==> config.mk <==
export PLATFORM = sky130hd
export DESIGN_NAME = ajr_ctrl
export DESIGN_NICKNAME = d
export VERILOG_FILES = /design/src/design/ajr_pkg.sv /design/src/design/ajr_fade.sv /design/src/design/ajr_ctrl.sv
export SDC_FILE = /design/constraint.sdc
export NUM_CORES = 2
export LEC_CHECK = 0
export ABC_CLOCK_PERIOD_IN_PS = 9600
export BUFFER_PORTS_ARGS = -buffer_cell sky130_fd_sc_hd__buf_2
export CORE_MARGIN = 4
export CORE_UTILIZATION = 40
export DETAILED_ROUTE_END_ITERATION = 8
export GPL_ROUTABILITY_DRIVEN = 0
export PLACE_DENSITY_LB_ADDON = 0.08
export SLEW_MARGIN = 20
export SYNTH_ARGS = -nofsm -noshare
export SYNTH_HDL_FRONTEND = slang
export SYNTH_SLANG_ARGS = --single-unit
==> constraint.sdc <==
create_clock -name i_clk -period 9.6 [get_ports i_clk]
set_input_delay 1.44 -clock i_clk [delete_from_list [all_inputs] [get_ports i_clk]]
set_output_delay 1.44 -clock i_clk [all_outputs]
set_load 0.02 [all_outputs]
==> src/design/ajr_pkg.sv <==
`timescale 1ns / 1ps
// ---------------------------------------------------------------------------
// ajr_pkg
// Shared types and constants of the audio jitter reservoir.
// ---------------------------------------------------------------------------
package ajr_pkg;

    localparam int CAPACITY_DEF     = 1024;
    localparam int FADE_LEN_DEF     = 16;
    localparam int MAX_PULL         = 64;

    localparam logic [10:0] WATERMARK_RST = 11'd256;
    localparam logic [6:0]  PULL_RST      = 7'd64;
    localparam logic [1:0]  CHANNELS_RST  = 2'd2;

    typedef enum logic [1:0] {
        CMD_WRITE  = 2'd0,
        CMD_PULL   = 2'd1,
        CMD_FINISH = 2'd2,
        CMD_CLEAR  = 2'd3
    } t_cmd;

    typedef enum logic [1:0] {
        REG_WATERMARK = 2'd0,
        REG_PULL      = 2'd1,
        REG_CHANNELS  = 2'd2
    } t_reg;

    // Store port request from the controller.
    typedef struct packed {
        logic        we;
        logic [15:0] waddr;
        logic [63:0] wdata;
        logic        re;
        logic [15:0] raddr;
    } t_mem_req;

endpackage

==> src/design/ajr_fade.sv <==
`timescale 1ns / 1ps
// ---------------------------------------------------------------------------
// ajr_fade
// Multicycle signed divider for ramp padding: q = x / d truncated to zero.
// Restoring, one quotient bit a cycle on the magnitude.
// ---------------------------------------------------------------------------
module ajr_fade (
    input  logic        i_clk,
    input  logic        i_rst_n,
    input  logic        i_start,
    input  logic [38:0] i_num,     // signed product
    input  logic [6:0]  i_den,     // 1..64
    output logic        o_done,
    output logic [31:0] o_quot
);
    logic [38:0] r_q;
    logic [6:0]  r_rem;
    logic [6:0]  r_den;
    logic [5:0]  r_cnt;
    logic        r_busy;
    logic        r_neg;
    logic        r_done;

    logic [7:0]  n_trial;
    logic [38:0] n_mag;
    logic [38:0] n_res;

    always_comb begin
        n_mag   = i_num[38] ? (~i_num + 39'd1) : i_num;
        n_trial = {r_rem, r_q[38]} - {1'b0, r_den};
        n_res   = r_neg ? (~r_q + 39'd1) : r_q;
    end

    always_ff @(posedge i_clk) begin
        if (!i_rst_n) begin
            r_busy <= 1'b0;
            r_done <= 1'b0;
        end else begin
            r_done <= 1'b0;
            if (i_start) begin
                r_busy <= 1'b1;
                r_q    <= n_mag;
                r_rem  <= '0;
                r_den  <= i_den;
                r_neg  <= i_num[38];
                r_cnt  <= 6'd38;
            end else if (r_busy) begin
                if (!n_trial[7]) begin
                    r_rem <= n_trial[6:0];
                    r_q   <= {r_q[37:0], 1'b1};
                end else begin
                    r_rem <= {r_rem[5:0], r_q[38]};
                    r_q   <= {r_q[37:0], 1'b0};
                end
                if (r_cnt == 6'd0) begin
                    r_busy <= 1'b0;
                    r_done <= 1'b1;
                end
                r_cnt <= r_cnt - 6'd1;
            end
        end
    end

    assign o_done = r_done;
    assign o_quot = n_res[31:0];
endmodule

==> src/design/ajr_ctrl.sv <==
`timescale 1ns / 1ps
// ---------------------------------------------------------------------------
// ajr_ctrl
// Command sequencer: pointers, mode, pull loop over the frame store, padding.
// ---------------------------------------------------------------------------
module ajr_ctrl #(
    parameter int CAPACITY = ajr_pkg::CAPACITY_DEF,
    parameter int FADE_LEN = ajr_pkg::FADE_LEN_DEF
) (
    input  logic               i_clk,
    input  logic               i_rst_n,
    input  logic               i_valid,
    output logic               o_stall,
    input  logic [1:0]         i_cmd,
    input  logic signed [31:0] i_sample_ch0,
    input  logic signed [31:0] i_sample_ch1,
    input  logic [10:0]        i_watermark,
    input  logic [6:0]         i_pull,
    input  logic [1:0]         i_channels,
    output ajr_pkg::t_mem_req  o_req,
    input  logic [63:0]        i_rdata,
    output logic               o_valid,
    input  logic               i_stall,
    output logic               o_kind,
    output logic               o_accepted,
    output logic signed [31:0] o_out_ch0,
    output logic signed [31:0] o_out_ch1,
    output logic               o_silence,
    output logic               o_end_of_stream,
    output logic               o_underrun_flag,
    output logic               o_last_frame,
    output logic [10:0]        o_fill_level,
    output logic               o_backpressure,
    output logic               o_refill_request,
    output logic [31:0]        o_underrun_count
);
    localparam int AW = $clog2(CAPACITY);
    localparam int PW = AW + 1;
    localparam int LW = 17;
    localparam logic [LW-1:0] CAP_L  = LW'(CAPACITY);
    localparam logic [LW-1:0] BP_L   = LW'(CAPACITY - CAPACITY / 10);
    localparam logic [LW-1:0] HALF_L = LW'(CAPACITY / 2);
    localparam logic [6:0]    FADE_L = 7'(FADE_LEN);
    localparam logic [6:0]    PULL_L = 7'(ajr_pkg::MAX_PULL);

    typedef enum logic [1:0] {
        M_PREBUF  = 2'd0,
        M_STREAM  = 2'd1,
        M_UNDER   = 2'd2,
        M_DRAINED = 2'd3
    } t_mode;

    typedef enum logic [2:0] {
        S_IDLE, S_READ, S_DIV0, S_DIV1, S_EMIT
    } t_state;

    t_state r_state;
    t_mode  r_mode;
    logic [PW-1:0] r_rp, r_wp;
    logic          r_fin;
    logic [31:0]   r_held0, r_held1;
    logic [31:0]   r_under_cnt;

    // pull bookkeeping
    logic [6:0]  r_n, r_take, r_idx, r_fade;
    logic        r_c1;
    logic [31:0] r_from0, r_from1;
    logic        r_sil, r_eos, r_und, r_wake;
    logic        r_rd_pend;

    // output register
    logic        r_ov;
    logic        r_kind, r_acc, r_sil_o, r_eos_o, r_und_o, r_last, r_bp, r_wake_o;
    logic [31:0] r_o0, r_o1, r_cnt_o;
    logic [10:0] r_lvl_o;

    // divider
    logic        n_dstart;
    logic [38:0] n_dnum;
    logic        w_ddone;
    logic [31:0] w_dq;
    logic        r_dch;
    logic [31:0] r_dq0;

    logic [LW-1:0] n_lvl_raw, n_level;
    logic [6:0]    n_nsat;
    logic          n_c1;

    ajr_fade u_fade (
        .i_clk   (i_clk),
        .i_rst_n (i_rst_n),
        .i_start (n_dstart),
        .i_num   (n_dnum),
        .i_den   (r_fade),
        .o_done  (w_ddone),
        .o_quot  (w_dq)
    );

    always_comb begin
        n_lvl_raw = LW'((r_wp - r_rp) & PW'(2 * CAPACITY - 1));
        n_level   = (n_lvl_raw > CAP_L) ? CAP_L : n_lvl_raw;
        n_nsat    = (i_pull > PULL_L) ? PULL_L : i_pull;
        n_c1      = i_channels[1];
    end

    wire w_out_free = !r_ov || !i_stall;
    assign o_stall  = (r_state != S_IDLE) || !w_out_free;
    wire w_acc = i_valid && !o_stall;

    // level after the whole pull: current level minus frames not yet read
    logic [LW-1:0] n_lvl_final;
    always_comb begin
        if (r_idx < r_take) begin
            n_lvl_final = n_level - LW'(r_take - r_idx);
        end else begin
            n_lvl_final = n_level;
        end
    end

    // emit index frame value
    logic [6:0]  n_k;
    logic        n_ramp;
    always_comb begin
        n_ramp   = (r_idx >= r_take) && (r_idx - r_take < r_fade);
        n_k      = r_fade - (r_idx - r_take) - 7'd1;
        n_dnum   = '0;
        n_dstart = 1'b0;
        if (r_state == S_DIV0) begin
            n_dnum   = 39'($signed(r_from0) * $signed({1'b0, n_k}));
            n_dstart = 1'b1;
        end else if (r_state == S_DIV1 && w_ddone && !r_dch) begin
            n_dnum   = 39'($signed(r_from1) * $signed({1'b0, n_k}));
            n_dstart = 1'b1;
        end
        o_req.we    = w_acc && (i_cmd == ajr_pkg::CMD_WRITE) && !r_fin && (n_level < CAP_L);
        o_req.waddr = 16'(r_wp[AW-1:0]);
        o_req.wdata = {n_c1 ? i_sample_ch1 : 32'd0, i_sample_ch0};
        o_req.re    = (r_state == S_READ);
        o_req.raddr = 16'(r_rp[AW-1:0]);
    end

    always_ff @(posedge i_clk) begin
        if (!i_rst_n) begin
            r_state <= S_IDLE;
            r_mode  <= M_PREBUF;
            r_rp <= '0; r_wp <= '0; r_fin <= 1'b0;
            r_held0 <= '0; r_held1 <= '0; r_under_cnt <= '0;
            r_ov <= 1'b0; r_rd_pend <= 1'b0; r_dch <= 1'b0;
        end else begin
            if (r_ov && !i_stall) r_ov <= 1'b0;
            unique case (r_state)
                S_IDLE: begin
                    if (w_acc) begin
                        unique case (i_cmd)
                            ajr_pkg::CMD_FINISH: r_fin <= 1'b1;
                            ajr_pkg::CMD_CLEAR: begin
                                r_rp <= '0; r_wp <= '0; r_fin <= 1'b0;
                                r_mode <= M_PREBUF;
                                r_held0 <= '0; r_held1 <= '0; r_under_cnt <= '0;
                            end
                            ajr_pkg::CMD_WRITE: begin
                                r_ov <= 1'b1; r_kind <= 1'b0; r_acc <= o_req.we;
                                r_o0 <= '0; r_o1 <= '0; r_sil_o <= 1'b0;
                                r_eos_o <= 1'b0; r_und_o <= 1'b0; r_last <= 1'b1;
                                r_wake_o <= 1'b0; r_cnt_o <= r_under_cnt;
                                if (o_req.we) begin
                                    r_wp    <= r_wp + PW'(1);
                                    r_lvl_o <= 11'(n_level + LW'(1));
                                    r_bp    <= (n_level + LW'(1)) >= BP_L;
                                end else begin
                                    r_lvl_o <= 11'(n_level);
                                    r_bp    <= n_level >= BP_L;
                                end
                            end
                            default: begin
                                if (n_nsat != 7'd0 && LW'(n_nsat) <= CAP_L) begin
                                    logic [6:0] v_take;
                                    logic [LW-1:0] v_rem;
                                    v_take = (n_level < LW'(n_nsat)) ? 7'(n_level) : n_nsat;
                                    v_rem  = n_level - LW'(v_take);
                                    r_n <= n_nsat; r_c1 <= n_c1; r_idx <= '0;
                                    r_sil <= 1'b0; r_eos <= 1'b0; r_und <= 1'b0;
                                    r_wake <= 1'b0; r_take <= 7'd0;
                                    r_fade <= 7'd1;
                                    r_from0 <= r_held0;
                                    r_from1 <= n_c1 ? r_held1 : 32'd0;
                                    r_state <= S_EMIT;
                                    if (r_fin) begin
                                        r_take <= v_take;
                                        r_mode <= (n_level <= LW'(n_nsat)) ? M_DRAINED
                                                                            : M_STREAM;
                                        r_sil  <= v_take == 7'd0;
                                        r_eos  <= n_level <= LW'(n_nsat);
                                    end else if (r_mode == M_UNDER || r_mode == M_STREAM ||
                                                 (r_mode == M_PREBUF &&
                                                  n_level >= LW'(i_watermark) &&
                                                  n_level >= LW'(n_nsat)) ||
                                                 r_mode == M_DRAINED) begin
                                        if (r_mode == M_DRAINED) begin
                                            r_sil  <= 1'b1;
                                            r_wake <= n_level < HALF_L;
                                        end else begin
                                            r_take <= v_take;
                                            r_wake <= v_rem < HALF_L;
                                            if (v_take < n_nsat) begin
                                                logic [6:0] v_gap;
                                                v_gap = n_nsat - v_take;
                                                r_fade <= (v_gap < FADE_L) ? v_gap : FADE_L;
                                                r_mode <= M_UNDER;
                                                r_und  <= 1'b1;
                                                r_under_cnt <= r_under_cnt + 32'd1;
                                            end else begin
                                                r_mode <= M_STREAM;
                                            end
                                        end
                                    end else begin
                                        r_sil  <= 1'b1;
                                        r_wake <= n_level < HALF_L;
                                    end
                                end
                            end
                        endcase
                    end
                end
                S_READ: begin
                    // one frame read; data arrives next cycle
                    r_state <= S_EMIT;
                end
                S_DIV0: begin
                    r_dch <= 1'b0;
                    r_state <= S_DIV1;
                end
                S_DIV1: begin
                    if (w_ddone) begin
                        if (!r_dch) begin
                            r_dq0 <= w_dq;
                            r_dch <= 1'b1;
                        end else begin
                            r_dch <= 1'b0;
                            r_state <= S_EMIT;
                        end
                    end
                end
                default: ;
            endcase

            // emit path: at most one result per visit
            if (r_state == S_EMIT && w_out_free) begin
                logic [31:0] v0, v1;
                logic        v_go;
                v_go = 1'b1;
                v0 = '0; v1 = '0;
                if (r_idx < r_take) begin
                    if (!r_rd_pend) begin
                        r_rd_pend <= 1'b1;
                        r_state   <= S_READ;
                        v_go = 1'b0;
                    end else begin
                        v0 = i_rdata[31:0];
                        v1 = r_c1 ? i_rdata[63:32] : 32'd0;
                        r_rd_pend <= 1'b0;
                        r_rp <= r_rp + PW'(1);
                        r_from0 <= v0; r_from1 <= v1;
                        if (r_idx == r_n - 7'd1) begin
                            r_held0 <= v0; r_held1 <= v1;
                        end
                    end
                end else if (r_und && n_ramp) begin
                    if (!r_rd_pend) begin
                        r_rd_pend <= 1'b1;
                        r_state   <= S_DIV0;
                        v_go = 1'b0;
                    end else begin
                        v0 = r_dq0; v1 = w_dq;
                        r_rd_pend <= 1'b0;
                    end
                end
                if (r_und && r_idx == r_n - 7'd1) begin
                    r_held0 <= '0; r_held1 <= '0;
                end
                if (v_go) begin
                    r_ov <= 1'b1; r_kind <= 1'b1; r_acc <= 1'b0;
                    r_o0 <= v0; r_o1 <= v1;
                    r_sil_o <= r_sil; r_eos_o <= r_eos; r_und_o <= r_und;
                    r_last <= (r_idx == r_n - 7'd1);
                    r_lvl_o <= 11'(n_lvl_final);
                    r_bp <= n_lvl_final >= BP_L;
                    r_wake_o <= r_wake & !r_fin;
                    r_cnt_o <= r_under_cnt;
                    r_idx <= r_idx + 7'd1;
                    if (r_idx == r_n - 7'd1) r_state <= S_IDLE;
                end
            end
        end
    end

    assign o_valid          = r_ov;
    assign o_kind           = r_kind;
    assign o_accepted       = r_acc;
    assign o_out_ch0        = r_o0;
    assign o_out_ch1        = r_o1;
    assign o_silence        = r_sil_o;
    assign o_end_of_stream  = r_eos_o;
    assign o_underrun_flag  = r_und_o;
    assign o_last_frame     = r_last;
    assign o_fill_level     = r_lvl_o;
    assign o_backpressure   = r_bp;
    assign o_refill_request = r_wake_o;
    assign o_underrun_count = r_cnt_o;
endmodule

==> out/metrics.csv <==
metric,value,unit
Slowest cell on crit path,fa_1,
Detail Route Antenna Nets,0,
register area share after synthesis,0.284,
final WL,130000,um
Crit path required time,10.02,ns
Worst EP arrival,9.44,ns
wire per inst,21.3,um
met3 Usage GRT,0.0501,
commonest cells in the netlist,"inv_1 (495), nand2_1 (453), and2_1 (376)",
num rows,117,
Initial DRC Count,2075,
cts hold-fix bufs,0,
DR vias,33000,
dpl hpwl,97600,um
crit start category,register,
core area,102000,um^2
Vias/cell,5.39,
vias in the first global route,32900,
initial antenna violation count,18,
Post-synth ARST share,0,
fin nets,5454,
Reg-to-Reg Start,r_idx[0],
Yosys reg bits,433,
CTS H-tree depth,2,
largest net degree at the start of global routing,83,
met2 usage,0.387,
Layout Skew,0.0658,ns
"Distinct cells, synth",97,
Synth area leaders,"edfxtp_1 (22%), fa_1 (16%), ha_1 (7.8%)",
clk slew on worst S/H paths,0.06,ns
FF-to-FF setup slack,0.58,ns
GR Overflow Total,0,
dominant cell type by area after synthesis,edfxtp_1,
CTS Buffer Depth,3,
Slew @ Worst Pin,1.28,ns
endpoints failing hold,0,
clk_lat worst skew,0.68,ns
RSZ-0062 raised after global routing,no,
initial core utilization,0.404,
first-pass GRT wire length,199000,um
Util after Layout,0.448,
hold path depth,0,
Yosys Warn Count,0,
Final Slew Violations,0,
final period utilization,0.940,
status,completed,
Reg2Reg Capture Point,u_fade.r_q[31],
FMAX,111,MHz
layout cells sized above 1,0.118,
clk root buf,clkbuf_16,
Global Route Usage Sum,0.236,
synth-to-layout area growth,10.9,%
mapped cell area,41200,um^2
CP Capture Type,register,
Crit path largest cell delay,0.53,ns
Min-Delay Path Class,reg2reg,
Reg2Reg Depth,30,
grt peak-use layer,met2,
DRT Pass-1 Iters,5,
setup_tns,0,ns
IO Port Bufs,291,
Post-Syn Area per Cell,9.04,um^2
CTS Buf Count,53,
max-capacitance violation count,0,
number of I/O pins,369,
post-synthesis instance total,4563,
Synth Flop Type,edfxtp_1,
top-count cell post-synth,inv_1,
chip width,329,um
DRC violations left,0,
GRT met1 Usage,0.313,
die height,329,um
Final setup viols,0,
"Max FO, Critical Path",37,
Post-synth EDFFs,304,
CTS tree,yes,
Synth top area share,0.221,
die footprint,108000,um^2
clock period minus worst slack,9.02,ns
Hold Startpoint,r_fade[6],
WS Path Type,reg2reg,
Slew HR,0.142,
hold endpoint,u_fade.r_den[6],
CTS sink count,433,
[sequential cells by signal, indices dropped and copies added, names as in the netlist, 32 cells and up]
name / cells
u_fade.r_q: 39
o_out_ch0: 32
o_out_ch1: 32
o_underrun_count: 32
r_dq0: 32
r_from0: 32
r_from1: 32
r_held0: 32
r_held1: 32
r_under_cnt: 32
[through the flow]
| stage | cells | setup slack (ns) | instance area (um^2) | hold WS [ns] |
|---|---|---|---|---|
| floorplan | 4576 | 1.53 | 41300 | 0.426 |
| global placement | 6020 | 0.713 | 43800 | 0.433 |
| detailed placement | 6020 | 0.684 | 43800 | 0.436 |
| CTS | 6119 | 0.656 | 45700 | 0.452 |
| global route | 6121 | 0.0515 | 45700 | 0.465 |
| finish | 6128 | 0.579 | 45700 | 0.451 |
[worst max-delay path by stage]
stage / startpoint / to
CTS: r_idx[2] / u_fade.r_q[35]
global route: r_idx[0] / u_fade.r_q[36]
global placement: r_idx[2] / u_fade.r_q[36]
detailed placement: r_idx[2] / u_fade.r_q[36]
finish: r_idx[0] / u_fade.r_q[31]
floorplan: r_idx[0] / u_fade.r_q[36]
[timing repair]
item	4_1_cts	5_1_grt
gates resized for setup	0	3
setup buffers	0	1
setup endpoints to repair	0	2
[final cells by class]
type                            count  area [um^2]
Tap cell                         1368         1710
Inverter                          499         1870
Timing Repair Buffer              374         2160
Fill cell                       10100        56300
Clock buffer                       77         1580
Antenna cell                        7         17.5
Clock inverter                     22          263
Sequential cell                   433        11700
Multi-Input combinational cell   3348        26400
[metal layers]
| layer | share of wire | vias to the layer above | routed length, um |
|---|---|---|---|
| li1 | - | 15700 | - |
| met1 | 0.44 | 16300 | 57000 |
| met2 | 0.46 | 815 | 60300 |
| met3 | 0.063 | 190 | 8170 |
| met4 | 0.037 | 12 | 4840 |
| met5 | 0.00061 | - | 79 |
[kinds of logic after synthesis]
logic type / count (synthesis) / share of synthesized area
and+or+nand+nor: 1580 / 0.196
AOI/OAI and AO/OA: 875 / 0.134
buffers and inverters: 796 / 0.0817
adders and majority gates: 591 / 0.240
DFF: 433 / 0.284
xor gates and xnor gates: 232 / 0.0493
muxes: 55 / 0.0143
other: 1 / 0.0000909
[layout by cell type, fill, tap and decap left out, types with 22 or more instances in the layout]
cell,synthesis,routed
a21o_1,33,32
xor2_1,96,95
dfxtp_1,129,129
o31ai_1,28,27
a32oi_1,32,32
a21oi_1,335,333
nor2_1,198,193
a31oi_1,48,48
a221oi_1,35,35
o21ai_0,155,155
mux2_2,31,31
clkbuf_16,0,57
buf_4,64,77
o21a_1,24,23
nand2b_1,76,76
nor3_1,41,40
nand2_1,453,451
fa_1,335,334
and3_1,62,62
nor2b_1,35,35
mux2i_1,24,24
edfxtp_1,304,304
nand3_1,201,200
xnor2_1,136,132
nand4_1,51,51
buf_2,9,290
a22oi_1,22,22
and2_1,376,376
inv_1,495,495
ha_1,256,255
[critical path: cells and delay by family (launching register included)]
family / cells / cell delay, ns
buffers and inverters: 4 / 0.58
AND/OR/NAND/NOR: 5 / 1.06
AO/OA/AOI/OAI: 10 / 2.65
adder cells (fa/ha/maj): 8 / 3.08
flip-flops: 1 / 0.51
XOR/XNOR: 3 / 0.80
Power is left out: the tool's default activity adds up to more than one toggle a clock period on the data nets, which glitch-free logic cannot reach.
